[config.mk]
export PLATFORM = sky130hd
export DESIGN_NAME = longest_prefix_route_table
export DESIGN_NICKNAME = d
export VERILOG_FILES = /design/src/lprt_pkg.sv /design/src/lprt_cell.sv /design/src/longest_prefix_route_table.sv
export SDC_FILE = /design/constraint.sdc
export NUM_CORES = 2
export LEC_CHECK = 0
export BUFFER_PORTS_ARGS = -buffer_cell sky130_fd_sc_hd__buf_2
export CAP_MARGIN = 20
export CORE_AREA = 2 2 506 508
export CTS_BUF_LIST = sky130_fd_sc_hd__clkbuf_16
export DETAILED_ROUTE_END_ITERATION = 16
export DIE_AREA = 0 0 508 510
export PLACE_DENSITY = 0.62
export SLEW_MARGIN = 20
export SYNTH_ARGS = -nofsm -noshare
export SYNTH_HDL_FRONTEND = slang
export SYNTH_SLANG_ARGS = --single-unit
[constraint.sdc]
create_clock -name clk -period 50.2 [get_ports clk]
set_clock_uncertainty 0.2 [all_clocks]
set_input_delay 15.06 -clock clk [delete_from_list [all_inputs] [get_ports clk]]
set_output_delay 15.06 -clock clk [all_outputs]
set_load 0.1 [all_outputs]
[src/lprt_pkg.sv]
// shared types, constants and helpers for the longest-prefix route table
package lprt_pkg;

  localparam int ADDR_W         = 32;
  localparam int LEN_W          = 6;
  localparam int IFACE_W        = 4;
  localparam int TTL_W          = 8;
  localparam int FULL_LEN       = 32;
  localparam int MAX_ROUTES_DEF = 16;
  localparam int NUM_IFACES_DEF = 16;

  typedef enum logic [2:0] {
    ST_FORWARD  = 3'd0,
    ST_TTL_DROP = 3'd1,
    ST_NO_ROUTE = 3'd2,
    ST_ADDED    = 3'd3,
    ST_FULL     = 3'd4,
    ST_BAD_LEN  = 3'd5
  } status_t;

  typedef enum logic {
    OP_ADD   = 1'b0,
    OP_ROUTE = 1'b1
  } opcode_t;

  // one stored route
  typedef struct packed {
    logic [ADDR_W-1:0]  prefix;
    logic [LEN_W-1:0]   len;
    logic               hop_vld;
    logic [ADDR_W-1:0]  hop;
    logic [IFACE_W-1:0] iface;
  } route_t;

  // search request walking down the cell row, carrying the best match so far
  typedef struct packed {
    logic               vld;
    logic [ADDR_W-1:0]  dst;
    logic               found;
    logic [LEN_W-1:0]   best_len;
    logic [IFACE_W-1:0] iface;
    logic [ADDR_W-1:0]  addr;
  } lookup_t;

  function automatic logic [ADDR_W-1:0] len_mask(input logic [LEN_W-1:0] len);
    logic [ADDR_W-1:0] ones;
    ones = '1;
    return ~(ones >> len);
  endfunction

endpackage

[src/lprt_cell.sv]
// one route cell: holds a route and updates the passing lookup request
module lprt_cell
  import lprt_pkg::*;
(
  input  logic    clk,
  input  logic    rst_n,
  input  logic    wr_en,
  input  route_t  wr_entry,
  input  logic    live,
  input  logic    hold,
  input  lookup_t tok_i,
  output lookup_t tok_o
);

  route_t  entry_r;
  lookup_t tok_r;
  lookup_t tok_nxt;
  logic    hit;
  logic    take;

  always_ff @(posedge clk) begin
    if (wr_en) begin
      entry_r <= wr_entry;
    end
  end

  always_comb begin
    hit  = live && (((entry_r.prefix ^ tok_i.dst) & len_mask(entry_r.len)) == '0);
    take = hit && (!tok_i.found || (entry_r.len > tok_i.best_len));
    tok_nxt = tok_i;
    if (take) begin
      tok_nxt.found    = 1'b1;
      tok_nxt.best_len = entry_r.len;
      tok_nxt.iface    = entry_r.iface;
      tok_nxt.addr     = entry_r.hop_vld ? entry_r.hop : tok_i.dst;
    end
  end

  always_ff @(posedge clk) begin
    if (!rst_n) begin
      tok_r.vld <= 1'b0;
    end else if (!hold) begin
      tok_r <= tok_nxt;
    end
  end

  assign tok_o = tok_r;

endmodule

[src/longest_prefix_route_table.sv]
// top level: route table built as a row of route cells with result register
// order: an add or ttl drop goes to the status register, then the result register; a
// lookup walks every cell, the first loading on the accepting edge, then the result register
// flow: one request at a time; next accepted the cycle after its result is registered;
// out_ready low holds the row
// reset (rst_n low, synchronous) empties the table; stored routes need no clearing
module longest_prefix_route_table
  import lprt_pkg::*;
#(
  parameter int MAX_ROUTES = MAX_ROUTES_DEF,
  parameter int NUM_IFACES = NUM_IFACES_DEF
) (
  input  logic                clk,
  input  logic                rst_n,
  input  logic                in_valid,
  output logic                in_ready,
  input  logic                in_opcode,
  input  logic [ADDR_W-1:0]   in_route_prefix,
  input  logic [LEN_W-1:0]    in_prefix_len,
  input  logic                in_hop_present,
  input  logic [ADDR_W-1:0]   in_hop_address,
  input  logic [IFACE_W-1:0]  in_out_interface,
  input  logic [ADDR_W-1:0]   in_dest_address,
  input  logic [TTL_W-1:0]    in_ttl_in,
  output logic                out_valid,
  input  logic                out_ready,
  output logic [2:0]          out_status,
  output logic [IFACE_W-1:0]  out_send_interface,
  output logic [ADDR_W-1:0]   out_send_address,
  output logic [TTL_W-1:0]    out_ttl_out
);

  localparam int CNT_W = $clog2(MAX_ROUTES + 1);
  localparam int IFC_W = IFACE_W + 5;

  logic             acc;
  logic             is_add;
  logic             bad_len;
  logic             full;
  logic             do_write;
  logic             launch;
  logic             out_free;
  logic             load_imm;
  logic             load_tok;
  logic             hold;
  route_t           wr_entry;
  lookup_t          tok_w [0:MAX_ROUTES];

  logic [CNT_W-1:0] cnt_r, cnt_nxt;
  logic             busy_r, busy_nxt;
  logic             imm_vld_r, imm_vld_nxt;
  status_t          imm_status_r, imm_status_nxt;
  logic [TTL_W-1:0] ttl_r;

  logic             out_valid_r, out_valid_nxt;
  status_t          out_status_r, out_status_nxt;
  logic [IFACE_W-1:0] out_iface_r, out_iface_nxt;
  logic [ADDR_W-1:0]  out_addr_r, out_addr_nxt;
  logic [TTL_W-1:0]   out_ttl_r, out_ttl_nxt;

  assign in_ready = !busy_r;
  assign acc      = in_valid && in_ready;
  assign is_add   = (in_opcode == OP_ADD);
  assign bad_len  = (in_prefix_len > LEN_W'(FULL_LEN));
  assign full     = (cnt_r == CNT_W'(MAX_ROUTES));
  assign do_write = acc && is_add && !bad_len && !full;
  assign launch   = acc && !is_add && (in_ttl_in > TTL_W'(1));

  assign out_free = !out_valid_r || out_ready;
  assign load_imm = imm_vld_r && out_free;
  assign load_tok = tok_w[MAX_ROUTES].vld && out_free;
  assign hold     = tok_w[MAX_ROUTES].vld && !out_free;

  always_comb begin
    wr_entry.prefix  = in_route_prefix;
    wr_entry.len     = in_prefix_len;
    wr_entry.hop_vld = in_hop_present;
    wr_entry.hop     = in_hop_address;
    if (IFC_W'(in_out_interface) >= IFC_W'(NUM_IFACES)) begin
      wr_entry.iface = IFACE_W'(NUM_IFACES - 1);
    end else begin
      wr_entry.iface = in_out_interface;
    end
  end

  assign tok_w[0] = '{vld: launch, dst: in_dest_address, default: '0};

  for (genvar i = 0; i < MAX_ROUTES; i++) begin : g_cell
    lprt_cell u_cell (
      .clk      (clk),
      .rst_n    (rst_n),
      .wr_en    (do_write && (cnt_r == CNT_W'(i))),
      .wr_entry (wr_entry),
      .live     (cnt_r > CNT_W'(i)),
      .hold     (hold),
      .tok_i    (tok_w[i]),
      .tok_o    (tok_w[i+1])
    );
  end

  always_comb begin
    cnt_nxt        = do_write ? cnt_r + CNT_W'(1) : cnt_r;
    busy_nxt       = busy_r;
    imm_vld_nxt    = imm_vld_r;
    imm_status_nxt = imm_status_r;
    if (load_imm || load_tok) begin
      busy_nxt    = 1'b0;
      imm_vld_nxt = 1'b0;
    end
    if (acc) begin
      busy_nxt = 1'b1;
      if (is_add) begin
        imm_vld_nxt = 1'b1;
        if (bad_len) begin
          imm_status_nxt = ST_BAD_LEN;
        end else if (full) begin
          imm_status_nxt = ST_FULL;
        end else begin
          imm_status_nxt = ST_ADDED;
        end
      end else if (!launch) begin
        imm_vld_nxt    = 1'b1;
        imm_status_nxt = ST_TTL_DROP;
      end
    end
  end

  always_comb begin
    out_valid_nxt  = out_valid_r && !out_ready;
    out_status_nxt = out_status_r;
    out_iface_nxt  = out_iface_r;
    out_addr_nxt   = out_addr_r;
    out_ttl_nxt    = out_ttl_r;
    if (load_imm) begin
      out_valid_nxt  = 1'b1;
      out_status_nxt = imm_status_r;
      out_iface_nxt  = '0;
      out_addr_nxt   = '0;
      out_ttl_nxt    = '0;
    end else if (load_tok) begin
      out_valid_nxt = 1'b1;
      if (tok_w[MAX_ROUTES].found) begin
        out_status_nxt = ST_FORWARD;
        out_iface_nxt  = tok_w[MAX_ROUTES].iface;
        out_addr_nxt   = tok_w[MAX_ROUTES].addr;
        out_ttl_nxt    = ttl_r - TTL_W'(1);
      end else begin
        out_status_nxt = ST_NO_ROUTE;
        out_iface_nxt  = '0;
        out_addr_nxt   = '0;
        out_ttl_nxt    = '0;
      end
    end
  end

  always_ff @(posedge clk) begin
    if (!rst_n) begin
      cnt_r       <= '0;
      busy_r      <= 1'b0;
      imm_vld_r   <= 1'b0;
      out_valid_r <= 1'b0;
    end else begin
      cnt_r       <= cnt_nxt;
      busy_r      <= busy_nxt;
      imm_vld_r   <= imm_vld_nxt;
      out_valid_r <= out_valid_nxt;
    end
  end

  always_ff @(posedge clk) begin
    imm_status_r <= imm_status_nxt;
    out_status_r <= out_status_nxt;
    out_iface_r  <= out_iface_nxt;
    out_addr_r   <= out_addr_nxt;
    out_ttl_r    <= out_ttl_nxt;
    if (acc) begin
      ttl_r <= in_ttl_in;
    end
  end

  assign out_valid          = out_valid_r;
  assign out_status         = out_status_r;
  assign out_send_interface = out_iface_r;
  assign out_send_address   = out_addr_r;
  assign out_ttl_out        = out_ttl_r;

`ifndef ASSERT_OFF
  a_tok_busy: assert property (@(posedge clk) disable iff (!rst_n)
    tok_w[MAX_ROUTES].vld |-> busy_r)
    else $error("lookup in flight without busy");

  a_one_source: assert property (@(posedge clk) disable iff (!rst_n)
    !(imm_vld_r && tok_w[MAX_ROUTES].vld))
    else $error("two results pending at once");

  a_cnt_range: assert property (@(posedge clk) disable iff (!rst_n)
    cnt_r <= CNT_W'(MAX_ROUTES))
    else $error("route count beyond table size");

  a_done_idle: assert property (@(posedge clk) disable iff (!rst_n)
    (load_imm || load_tok) |=> (!busy_r && out_valid_r))
    else $error("result load did not release request");
`endif

endmodule

# Yosys cells after proc, flatten, opt, wreduce, memory -nomap -nowiden
# Index checks and enable logic that the tools add are counted.
[totals] reg_bits=2444 in_bits=120 output_inout_bits=49 word_cells=468
[op_classes] addsub=2 n_lt_le_gt_ge=33 n_eq_ne=17 n_shift=16 n_mux=50 bitwise_logic=50 reduce_logical=116
[ops] cell="$mux W42" n=14
[ops] cell="$mux W32" n=17
[ops] cell="$and A32 B32 Y32" n=16
[ops] cell="$logic_not A32 Y1" n=16
[ops] cell="$not A32 Y32" n=16
[ops] cell="$shr A32 B6 Y32 const A" n=16
[ops] cell="$xor A32 B32 Y32" n=16
[ops] cell="$gt A6 B6 Y1" n=15
[ops] cell="$logic_and A1 B1 Y1" n=57
[ops] cell="$mux W43" n=1
[ops] cell="$eq A5 B4 Y1 const B" n=8
[ops] cell="$gt A5 B4 Y1 const B" n=8
[ops] cell="$mux W36" n=1
[ops] cell="$logic_not A1 Y1" n=21
[ops] cell="$eq A5 B3 Y1 const B" n=4
[ops] cell="$gt A5 B3 Y1 const B" n=4
[ops] cell="$mux W3" n=6
[ops] cell="$logic_or A1 B1 Y1" n=17
[ops] cell="$eq A5 B2 Y1 const B" n=2
[ops] cell="$gt A5 B1 Y1 const B" n=2
[ops] cell="$gt A5 B2 Y1 const B" n=2
[ops] cell="$gt A8 B1 Y1 const B" n=1
[ops] cell="$mux W1" n=8
[ops] cell="$mux W8" n=1
[ops] cell="12 further kinds" n=15

# Depth between registers and ports, before layout
[depth] ltp_word=8 mapped_depth=13 depth_no_buf=9

# Modules after synthesis
# A second synthesis with hierarchy kept.
[unflattened] cells_unflattened=6179 area_unflattened_um2=106614.8
[by_module_without_submodules] mod="lprt_cell (g_cell[0].u_cell ...)" n_inst=15 cells_each=370 area_each_um2=6507.5 seq_area_each_um2=4524.3
[by_module_without_submodules] mod="lprt_cell (g_cell[9].u_cell)" n_inst=1 cells_each=370 area_each_um2=6339.8 seq_area_each_um2=4524.3
[by_module_without_submodules] mod="longest_prefix_route_table" n_inst=1 cells_each=259 area_each_um2=2662.6 seq_area_each_um2=1461.4

# Worst setup path before layout
# OpenSTA, ideal clock, no wires.
[synth_path] path_kind="input to register" from="input port out_ready" to="register g_cell[0].u_cell.tok_r, in the netlist g_cell[0].u_cell.tok_o[0] (enable)" setup_time_ps=1683 t_arrival_ps=41707 t_required_ps=48317 slack_ps=6610 stages=4 path_buffers=1 cell_sequence="nor2b_1 > nand2_1 > clkbuf_1 > and2_1"
[synth_between] elab_chain_len=5
[synth_rtl] item="from (decl)" line_no="longest_prefix_route_table.sv:26" text="input logic out_ready,"
[synth_rtl] item="$logic_or A1 B1 Y1" line_no="longest_prefix_route_table.sv:69" text="assign out_free = !out_valid_r || out_ready;"
[synth_rtl] item="$logic_not A1 Y1" line_no="longest_prefix_route_table.sv:72" text="assign hold = tok_w[MAX_ROUTES].vld && !out_free;"
[synth_rtl] item="$logic_and A1 B1 Y1" line_no="longest_prefix_route_table.sv:72"
[synth_rtl] item="$not A1 Y1 (no line)"
[synth_rtl] item="$reduce_and A2 Y1 (no line)"
[synth_rtl] item="to (signal assigned)" line_no="lprt_cell.sv:43" text="tok_r <= tok_nxt;"
[synth_rtl] item="to (decl)" line_no="lprt_cell.sv:16" text="lookup_t tok_r;"
# Every way passes these cells.
# A chain may end at the register's enable or synchronous reset.

# Worst setup path after layout
[layout_path] from="input port out_ready" to="register g_cell[2].u_cell.tok_r, in the netlist g_cell[2].u_cell.tok_o[58] (enable)"
[layout_between] elab_chain_len=5
[layout_rtl] item="$logic_or A1 B1 Y1" line_no="longest_prefix_route_table.sv:69"
[layout_rtl] item="$logic_not A1 Y1" line_no="longest_prefix_route_table.sv:72"
[layout_rtl] item="$logic_and A1 B1 Y1" line_no="longest_prefix_route_table.sv:72"
[layout_rtl] item="$not A1 Y1 (no line)"
[layout_rtl] item="$reduce_and A2 Y1 (no line)"
[layout_rtl] item="to (signal assigned)" line_no="lprt_cell.sv:43"
[layout_rtl] item="to (decl)" line_no="lprt_cell.sv:16"
# Every way passes these cells.

==> flow_summary.yaml <==
global_route:
  grt_overflow_total: 0
  grt_antenna_before_repair: 14
  grt_pass1_wl_um: 371000
  grt_pass1_vias: 52800
  track_usage_pct: 19.6
  grt_max_degree: 157
yosys:
  netlist.area_leader.share_pct: 70.5
  synth_edf_count: 2376
  netlist_area_mm2: 0.101
  yosysUniqueCellTypes: 81
  avgSynthCellArea_um2: 16.7
  yosysSeqAreaShare_pct: 71.9
  synth-main-ff-cell: "edfxtp_1"
  synth_area_leader_cell: "edfxtp_1"
  yosysWarnings: 0
  yosys-top-cells-area: "edfxtp_1 (71%), mux2_2 (8.1%), mux2_1 (2.8%), xor2_1 (2.3%), xnor2_1 (2.2%)"
  ys_ff_latch: 2444
  async_flop_share_pct: 0
  synth_nets: 6259
  netlist_instances: 6043
sta:
  rsz0062_at_grt: "no"
  setup_violations: 0
  maxSlewViolCount: 0
  tightest_slew_ns: 1.11
  finalHoldViolations: 0
  tns_ns: 0
  clock.fmax_mhz: 49.7
  slew_headroom_pct: 23.9
  finalCritPeriodShare_pct: 40.0
  layout_min_cycle_time_ns: 20.10
setup_path:
  worst_path_max_delay_cell: "buf_4"
  crit_buf_inv: 6
  cp.depth: 9
  rr_worst_depth: 8
  startpoint_type: "input pin"
  cp_data_required_time_ns: 50.50
  critPathTopFamily: "buffers and inverters"
  path_cells: "buf_2 -> nor2b_1 -> nand2_1 -> and2_4 -> buf_4 -> buf_12 -> buf_12 -> buf_4 -> buf_6"
  crit_start: "out_ready"
  endpoint_kind: "register"
  r2r_start: "out_valid"
  max_stage_delay_ns: 0.95
  path_class: "in -> reg"
  crit_fanout: 156
  cp.arrival_ns: 20.41
hold_path:
  worstHoldPathCells: 1
  hold_class: "reg -> reg"
  hp-start: "g_cell[15].u_cell.tok_o[29]"
clock_network:
  clkTransAtPathRegs_ns: 0.06
  cts.sink_count: 2444
  post_cts_buffers: 0
  clkLatencyLatePin_ns: 0.88
  cts_buffers: 236
  htreeDepth: 4
  cts_resized: 0
  cts_tree: "yes"
  cts_buffer_depth: 3
  cts_hold_buf: 0
  cts_root_buffer: "clkbuf_16"
floorplanning:
  dieHeight_um: 510
  ioPinCount: 169
  core-area_mm2: 0.253
  start_util_pct: 39.9
  die_x_um: 508
  die_area_mm2: 0.259
  rows: 185
drt:
  drc: 0
  antenna_left: 0
  wl_um: 257000
  first_pass_iters: 6
  vias: 52300
  drtIter0Drc: 4749
  wl_per_cell_um: 26.1
  via_per_inst: 5.31
placed_design:
  port_buffers: 168
  place_congestion: 0.948
  place_hpwl_um: 189000
final_layout:
  drive_above_1_share_pct: 21.4
  fillers: 21900
  final_core_util_pct: 44.8
  fin_nets: 6475
  area_delta_synth_final_pct: 12.3
pwr:
  p_leak_nw: 38.4
  power.total_mw: 4.24
  power_density_mw_per_mm2: 37.3
  ir_worst_vdd_v: 0.0000340
run:
  maxCapViolCount: 0
outcome:
  outcome: "complete, no violations"
==> synth_stat cells, types with 18 or more instances <==
master,instances
clkbuf_1,218
mux2_1,251
ha_1,96
mux2_2,724
a21oi_1,256
o22ai_1,33
xnor2_1,259
a31oi_1,67
a211oi_1,21
buf_1,20
nor2b_1,20
nor4_1,41
inv_1,155
dfxtp_1,68
edfxtp_1,2376
o32ai_1,18
nand4_1,43
o31ai_1,21
a22o_1,45
mux2_4,38
a21boi_0,21
mux2i_1,91
o21ai_0,145
a21o_1,40
nand2_1,134
buf_2,20
nand3_1,38
nor2_1,162
or3_1,20
o21a_1,21
nor3_1,48
o211ai_1,23
xor2_1,262
==> cells in the final DEF (no fill, tap or decap), types with 64 or more instances in the layout <==
cell type	Yosys	final
a21oi_1	256	253
a31oi_1	67	67
buf_2	20	168
buf_4	0	70
clkbuf_16	0	240
clkinv_1	1	64
dfxtp_1	68	68
edfxtp_1	2376	2376
ha_1	96	96
inv_1	155	214
mux2_1	251	251
mux2_2	724	724
mux2i_1	91	91
nand2_1	134	132
nor2_1	162	158
o21ai_0	145	145
xnor2_1	259	259
xor2_1	262	262
==> flip-flops by register name (all words and copies together), names as in the netlist <==
signal	cells
g_cell.u_cell.entry_r	1200
g_cell.u_cell.tok_o	1178
out_send_address	32
out_ttl_out	8
ttl_r	8
cnt_r	5
out_send_interface	4
imm_status_r	3
out_status	3
busy_r	1
imm_vld_r	1
out_valid	1
==> power breakdown <==
| part | total (mW) | switching [mW] | internal [mW] |
|---|---|---|---|
| sequential | 2.34 | 0.0352 | 2.30 |
| combinational | 0.165 | 0.112 | 0.0531 |
| clock | 1.73 | 0.772 | 0.960 |
==> area by class of cell <==
| class | count | area (um^2) | area share, % |
|---|---|---|---|
| sequential | 2444 | 72700 | 64.0 |
| multi-input combinational | 3179 | 27000 | 23.8 |
| clock buffer | 240 | 6010 | 5.28 |
| tap | 3366 | 4210 | 3.71 |
| antenna | 14 | 35.0 | 0.0308 |
| clock inverter | 202 | 1610 | 1.41 |
| timing repair buffer | 242 | 1440 | 1.27 |
| inverter | 156 | 586 | 0.515 |
==> stage by stage <==
| step | setup WS, ns | instances | hold slack (ns) | cell area (um^2) |
|---|---|---|---|---|
| after CTS | 29.88 | 9829 | 0.253 | 114000 |
| after detailed placement | 28.94 | 9387 | 0.244 | 106000 |
| after global routing | 29.71 | 9833 | 0.270 | 114000 |
| after global placement | 29.04 | 9387 | 0.237 | 106000 |
| after floorplan | 6.61 | 6043 | 0.236 | 101000 |
| final | 30.10 | 9843 | 0.250 | 114000 |
==> worst register-to-register path, stage by stage, from the launching register on <==
cell and delay, ns:
dfxtp_1 0.32, nor2b_1 0.16, nand2_1 0.40, and2_4 0.58, buf_4 0.75, buf_12 0.62
buf_12 0.84, buf_4 1.24, buf_6 0.74
==> cell families after synthesis <==
group | count (synthesis) | synth area share [%]
xor gates and xnor gates | 521 | 4.51
adders and majority gates | 107 | 1.30
AOI/OAI and AO/OA | 849 | 5.44
DFF | 2444 | 71.9
buffers and inverters | 420 | 1.62
and+or+nand+nor | 598 | 2.93
muxes | 1104 | 12.3
==> per-layer routing <==
layer  global-route usage (%)  routed length (um)  part of all wire, %  up-vias
li1                         -                   -                    -    23800
met1                     25.8              110000                   43    26400
met2                     32.4              123000                   48     1596
met3                     2.44               10900                  4.3      472
met4                     8.90               12500                  4.9        0
met5                        0                   0                    0        -
==> path summary, 6_finish.rpt <==
| check | endpoint | slack (ns) |
|---|---|---|
| worst max register to register | g_cell[2].u_cell.tok_o[58] | 43.96 |
| worst min register to register | out_send_address[29] | 0.25 |
| worst min-delay path | out_send_address[29] | 0.25 |
| worst max-delay path | g_cell[2].u_cell.tok_o[58] | 30.10 |
No activity file was read; power rests on OpenSTA's default activity.
